--- config.mk ---
export PLATFORM = sky130hd
export DESIGN_NAME = pfsn_mulq
export DESIGN_NICKNAME = d
export VERILOG_FILES = /design/src/hdl/pfsn_pkg.sv /design/src/hdl/pfsn_mulq.sv
export SDC_FILE = /design/constraint.sdc
export NUM_CORES = 2
export LEC_CHECK = 0
export BUFFER_PORTS_ARGS = -buffer_cell sky130_fd_sc_hd__buf_2
export CORE_ASPECT_RATIO = 1.75
export CORE_MARGIN = 8
export CORE_UTILIZATION = 35
export DETAILED_ROUTE_END_ITERATION = 8
export PLACE_DENSITY_LB_ADDON = 0.08
export RECOVER_POWER = 50
export SETUP_SLACK_MARGIN = 0.5
export SYNTH_ARGS = -nofsm -noshare
export SYNTH_HDL_FRONTEND = slang
export SYNTH_SLANG_ARGS = --single-unit
export TNS_END_PERCENT = 50
--- constraint.sdc ---
create_clock -name clk -period 25.5 [get_ports clk]
set_input_delay 3.825 -clock clk [delete_from_list [all_inputs] [get_ports clk]]
set_output_delay 3.825 -clock clk [all_outputs]
set_load 0.02 [all_outputs]
--- src/hdl/pfsn_pkg.sv ---
`timescale 1ns / 1ps
// ----------------------------------------------------------------------------
// pfsn_pkg
// Shared types, constants and the fixed-point saturation helper of the PI-feedback neuron core.
// ----------------------------------------------------------------------------
package pfsn_pkg;

  localparam int NEURONS  = 1024;
  localparam int IDX_W    = $clog2(NEURONS);
  localparam int Q_W      = 32;
  localparam int TS_W     = 16;
  localparam int ACC_W    = 40;
  localparam int CFG_IDX_W = 4;

  // register indexes
  localparam logic [CFG_IDX_W-1:0] REG_LEAK_POT  = 4'd0;
  localparam logic [CFG_IDX_W-1:0] REG_LEAK_DEN  = 4'd1;
  localparam logic [CFG_IDX_W-1:0] REG_GAIN_P    = 4'd2;
  localparam logic [CFG_IDX_W-1:0] REG_GAIN_I    = 4'd3;
  localparam logic [CFG_IDX_W-1:0] REG_ERR_OFS   = 4'd4;
  localparam logic [CFG_IDX_W-1:0] REG_THRESHOLD = 4'd5;
  localparam logic [CFG_IDX_W-1:0] REG_RESET_POT = 4'd6;
  localparam logic [CFG_IDX_W-1:0] REG_TIME_STEP = 4'd7;

  localparam logic [TS_W-1:0] TIME_STEP_RST = 16'd66;

  // result status codes
  localparam logic [1:0] ST_IDLE    = 2'd0;
  localparam logic [1:0] ST_UPDATED = 2'd1;
  localparam logic [1:0] ST_FIRED   = 2'd2;
  localparam logic [1:0] ST_SKIPPED = 2'd3;

  // update sequencer
  localparam int STEP_W = 5;
  localparam logic [STEP_W-1:0] LAST_STEP = 5'd18;

  typedef logic signed [Q_W-1:0] q_t;

  typedef struct packed {
    logic [TS_W-1:0] last;
    q_t              p2;
    q_t              p1;
    q_t              ig;
    q_t              u2;
    q_t              u1;
    q_t              v;
  } entry_t;

  typedef enum logic [4:0] {
    S_CLR  = 5'b00001,
    S_IDLE = 5'b00010,
    S_DEC  = 5'b00100,
    S_UPD  = 5'b01000,
    S_OUT  = 5'b10000
  } state_t;

  // saturate a wide signed value to Q16.16 range
  function automatic q_t sat_q(input logic signed [63:0] x);
    logic signed [63:0] hi;
    logic signed [63:0] lo;
    hi = 64'sh0000_0000_7FFF_FFFF;
    lo = -64'sh0000_0000_8000_0000;
    if (x > hi)      sat_q = q_t'(hi[Q_W-1:0]);
    else if (x < lo) sat_q = q_t'(lo[Q_W-1:0]);
    else             sat_q = q_t'(x[Q_W-1:0]);
  endfunction

endpackage

--- src/hdl/pfsn_mulq.sv ---
`timescale 1ns / 1ps
// ----------------------------------------------------------------------------
// pfsn_mulq
// Shared Q16.16 multiplier: registered product, then round half up and saturate.
// ----------------------------------------------------------------------------
module pfsn_mulq import pfsn_pkg::*; (
  input  logic clk,
  input  q_t   op_a,
  input  q_t   op_b,
  output q_t   mq      // result of the operands given in the previous cycle
);

  logic signed [63:0] prod_r;
  logic signed [63:0] rnd;
  logic signed [63:0] shf;

  // product register
  always_ff @(posedge clk) begin
    prod_r <= 64'(op_a) * 64'(op_b);
  end

  // round half up, floor shift, saturate
  assign rnd = prod_r + 64'sd32768;
  assign shf = rnd >>> 16;
  assign mq  = sat_q(shf);

endmodule
==> flow_summary.yaml <==
status:
  status: "finished with violations"
  violations: "capacitance limit, slew limit"
logic_synthesis:
  syn_nets: 5390
  yosys_warnings: 0
  yosysSeqAreaShare_pct: 2.58
  yosys-mux-area-fraction_pct: 0
  synthArstFlopShare_pct: 0
  ys_types: 71
  netlist_area_um2: 38100
  synth_top_family_by_area: "adder cells"
  synth_fa_ha_area_share_pct: 62.8
  synth_cells: 4063
  synth-compound-area-share_pct: 3.68
  syn_area_per_cell_um2: 9.37
  synth-seq-cells: 49
  synth_edf_count: 0
  yosys.area_share.simple_pct: 16.7
  synth-main-ff-cell: "dfxtp_1"
  synth_xor_area_share_pct: 2.30
routing:
  routedWlPerCell_um: 23.7
  firstDrtPassIters: 5
  route.met3.wl_mm: 2.10
  drt-total-wl_mm: 129
  drc: 0
  drt-met1-wl_mm: 40.0
  top_layer_used: "met5"
  vias_per_cell: 4.87
  num_vias: 26600
  drtIter0Drc: 919
  met2_length_mm: 77.5
  drtAntennaViolNets: 0
floorplanning:
  core_area_um2: 108000
  dieArea_um2: 120000
  die_w_um: 265
  pin_count: 97
  initial_core_util_pct: 35.2
  rows: 160
  die_h_um: 452
setup_path:
  cp.arrival_ns: 13.34
  cp_slowest_stage_delay_ns: 1.74
  critical_path_class: "in -> reg"
  critPathRequiredTime_ns: 25.68
  critPathLaunchType: "primary input"
  crit_family: "adder cells"
  critPathBufInv: 4
  worst_setup_path_end_kind: "flop"
  cp_max_fo: 32
  path_cells: "clkbuf_1, nand2_1, fa_1, fa_1, inv_1, fa_1, fa_1, fa_1, fa_1, fa_1, inv_1, fa_1, inv_1, ha_1, a21oi_1, o21ai_0, a2111oi_0, o31ai_1, a221oi_1, a2111oi_2, o2111ai_1, nand2_1, xor2_1"
  cp_common_cell: "fa_1"
  slowest_stage: "clkbuf_1"
cells_and_area:
  reg_top3: "prod_r (49)"
  fin_nets: 5318
  largest_reg_flops: 49
  area_growth_pct: 4.95
  largest-register: "prod_r"
  drive_gt1_share_pct: 4.06
placed_design:
  hpwlAfterDp_mm: 104
  portBuffers: 96
  place_congestion: 0.827
global_routing:
  grt_max_degree: 33
  grt_pass1_wl_mm: 197
  grt_pass1_vias: 31600
  antenna_found_initial: 3
  grt_overflow: 0
  grt_util_all_layers_pct: 22.3
sta:
  setup_viol: 0
  maxSlewViolCount: 65
  worstMarginPinSlew_ns: 3.02
  max_slew_margin_pct: -104
  fmax_mhz: 76.0
  setup-tns-final_ns: 0
  rsz0062_at_grt: "false"
  period_needed_ns: 13.16
  hold_violations: 0
  post-route-period-util_pct: 51.6
  finalHoldWorstSlack_ns: 4.70
min_path:
  hold_path_class: "in -> reg"
  min_to: "prod_r[15]$_DFF_P_"
  holdPathStages: 6
  holdCritStartpoint: "op_b[1]"
cts:
  post_cts_resized: 0
  post_cts_buffers: 0
  clk_pin_slew_ns: 0.08
  htreeDepth: 2
  cts_made_buffers: 5
  clockBufferDepth: 2
  cts_tree: "built"
  clock-root-buffer: "clkbuf_16"
  hold_buffers: 0
  clkSinkCount: 49
flow_run:
  cap_viol_max_count: 2
layer usage:
layer  GRT usage, %  up-vias
met5              0        -
met1           20.2    14300
met2           47.1      495
li1               -    11500
met3           1.01      247
met4           12.8        2
metrics by stage:
stage,cells,setup slack (ns),area (um^2),util [%]
6_report,5453,12.34,40000,36.9
5_1_grt,5451,11.90,39900,36.9
4_1_cts,5450,13.40,40000,36.9
3_5_place_dp,5442,13.07,39800,36.8
3_3_place_gp,5442,13.18,39800,36.8
2_1_floorplan,4063,14.33,38100,-
logic make-up (layout without fill, tap and decap cells):
logic type,after synthesis,count (layout)
adder cells (fa/ha/maj),1262,1262
AND/OR/NAND/NOR,1240,1240
buffers and inverters,1206,1135
AO/OA/AOI/OAI,206,206
XOR/XNOR,100,100
flip-flops,49,49
other,0,3
Yosys cell counts (4+ instances only):
cell type / instances / area (um^2)
fa_1: 1081 / 21600
inv_1: 991 / 3720
nand2_1: 539 / 2020
and2_1: 498 / 3120
clkbuf_1: 205 / 769
ha_1: 181 / 2260
nor2_1: 66 / 248
xnor2_1: 56 / 490
a21oi_1: 52 / 260
dfxtp_1: 49 / 981
xor2_1: 44 / 385
nand3_1: 36 / 180
o21ai_0: 30 / 150
a21o_1: 24 / 180
nand4_1: 19 / 119
and3_1: 15 / 93.8
o21ai_1: 15 / 75.1
o21ai_2: 13 / 114
nand2b_1: 11 / 68.8
o211ai_1: 10 / 75.1
nor2b_1: 9 / 56.3
and4_1: 8 / 70.1
nor3_1: 8 / 40.0
a2111oi_0: 6 / 52.6
a211oi_1: 6 / 45.0
o21a_1: 6 / 45.0
or2_2: 5 / 31.3
o21bai_1: 4 / 30.0
cell usage in the layout, fill, tap and decap left out, types with 4 or more instances in the layout:
master        n
and4_1        8
o21bai_1      4
nor3_1        8
ha_1        181
and2_1      498
o21ai_1       5
fa_1       1081
or2_2         5
nor2b_1       9
a211oi_1      6
nor2_1       66
xor2_1       44
a21oi_1      52
nand2_1     539
o211ai_1     10
and3_1       15
nand4_1      19
dfxtp_1      49
xnor2_1      56
nand3_1      36
clkbuf_16     5
inv_1       991
o21a_1        6
buf_2        74
buf_4        39
a21o_1       24
nand2b_1     11
a2111oi_0     6
o21ai_2      13
o21ai_0      40
clkbuf_1     22
layout make-up:
class / instances / area, um^2
Fill cell: 11200 / 68300
Sequential cell: 49 / 981
Timing Repair Buffer: 135 / 746
Antenna cell: 3 / 7.51
Clock inverter: 3 / 26.3
Clock buffer: 5 / 125
Tap cell: 1458 / 1820
Multi-Input combinational cell: 2808 / 32500
Inverter: 992 / 3720
worst max-delay path by stage:
stage | start | end | slack [ns] | cells after the start
finish | op_a[7] | prod_r[60]$_DFF_P_ | 12.34 | 23
global route | op_a[7] | prod_r[62]$_DFF_P_ | 11.90 | 23
CTS | op_b[2] | prod_r[62]$_DFF_P_ | 13.40 | 25
detailed placement | op_b[2] | prod_r[60]$_DFF_P_ | 13.07 | 25
global placement | op_a[20] | prod_r[60]$_DFF_P_ | 13.18 | 25
floorplan | op_a[31] | prod_r[60]$_DFF_P_ | 14.33 | 24
tightest hold or removal path, delay by kind of cell:
| family | cells | cell delay [ns] |
|---|---|---|
| AOI/OAI and AO/OA | 2 | 0.26 |
| buffers and inverters | 1 | 0.33 |
| xor gates and xnor gates | 1 | 0.16 |
| and+or+nand+nor | 2 | 0.35 |
Power is left out: the tool's default activity adds up to more than one toggle a clock period on the data nets, which glitch-free logic cannot reach.
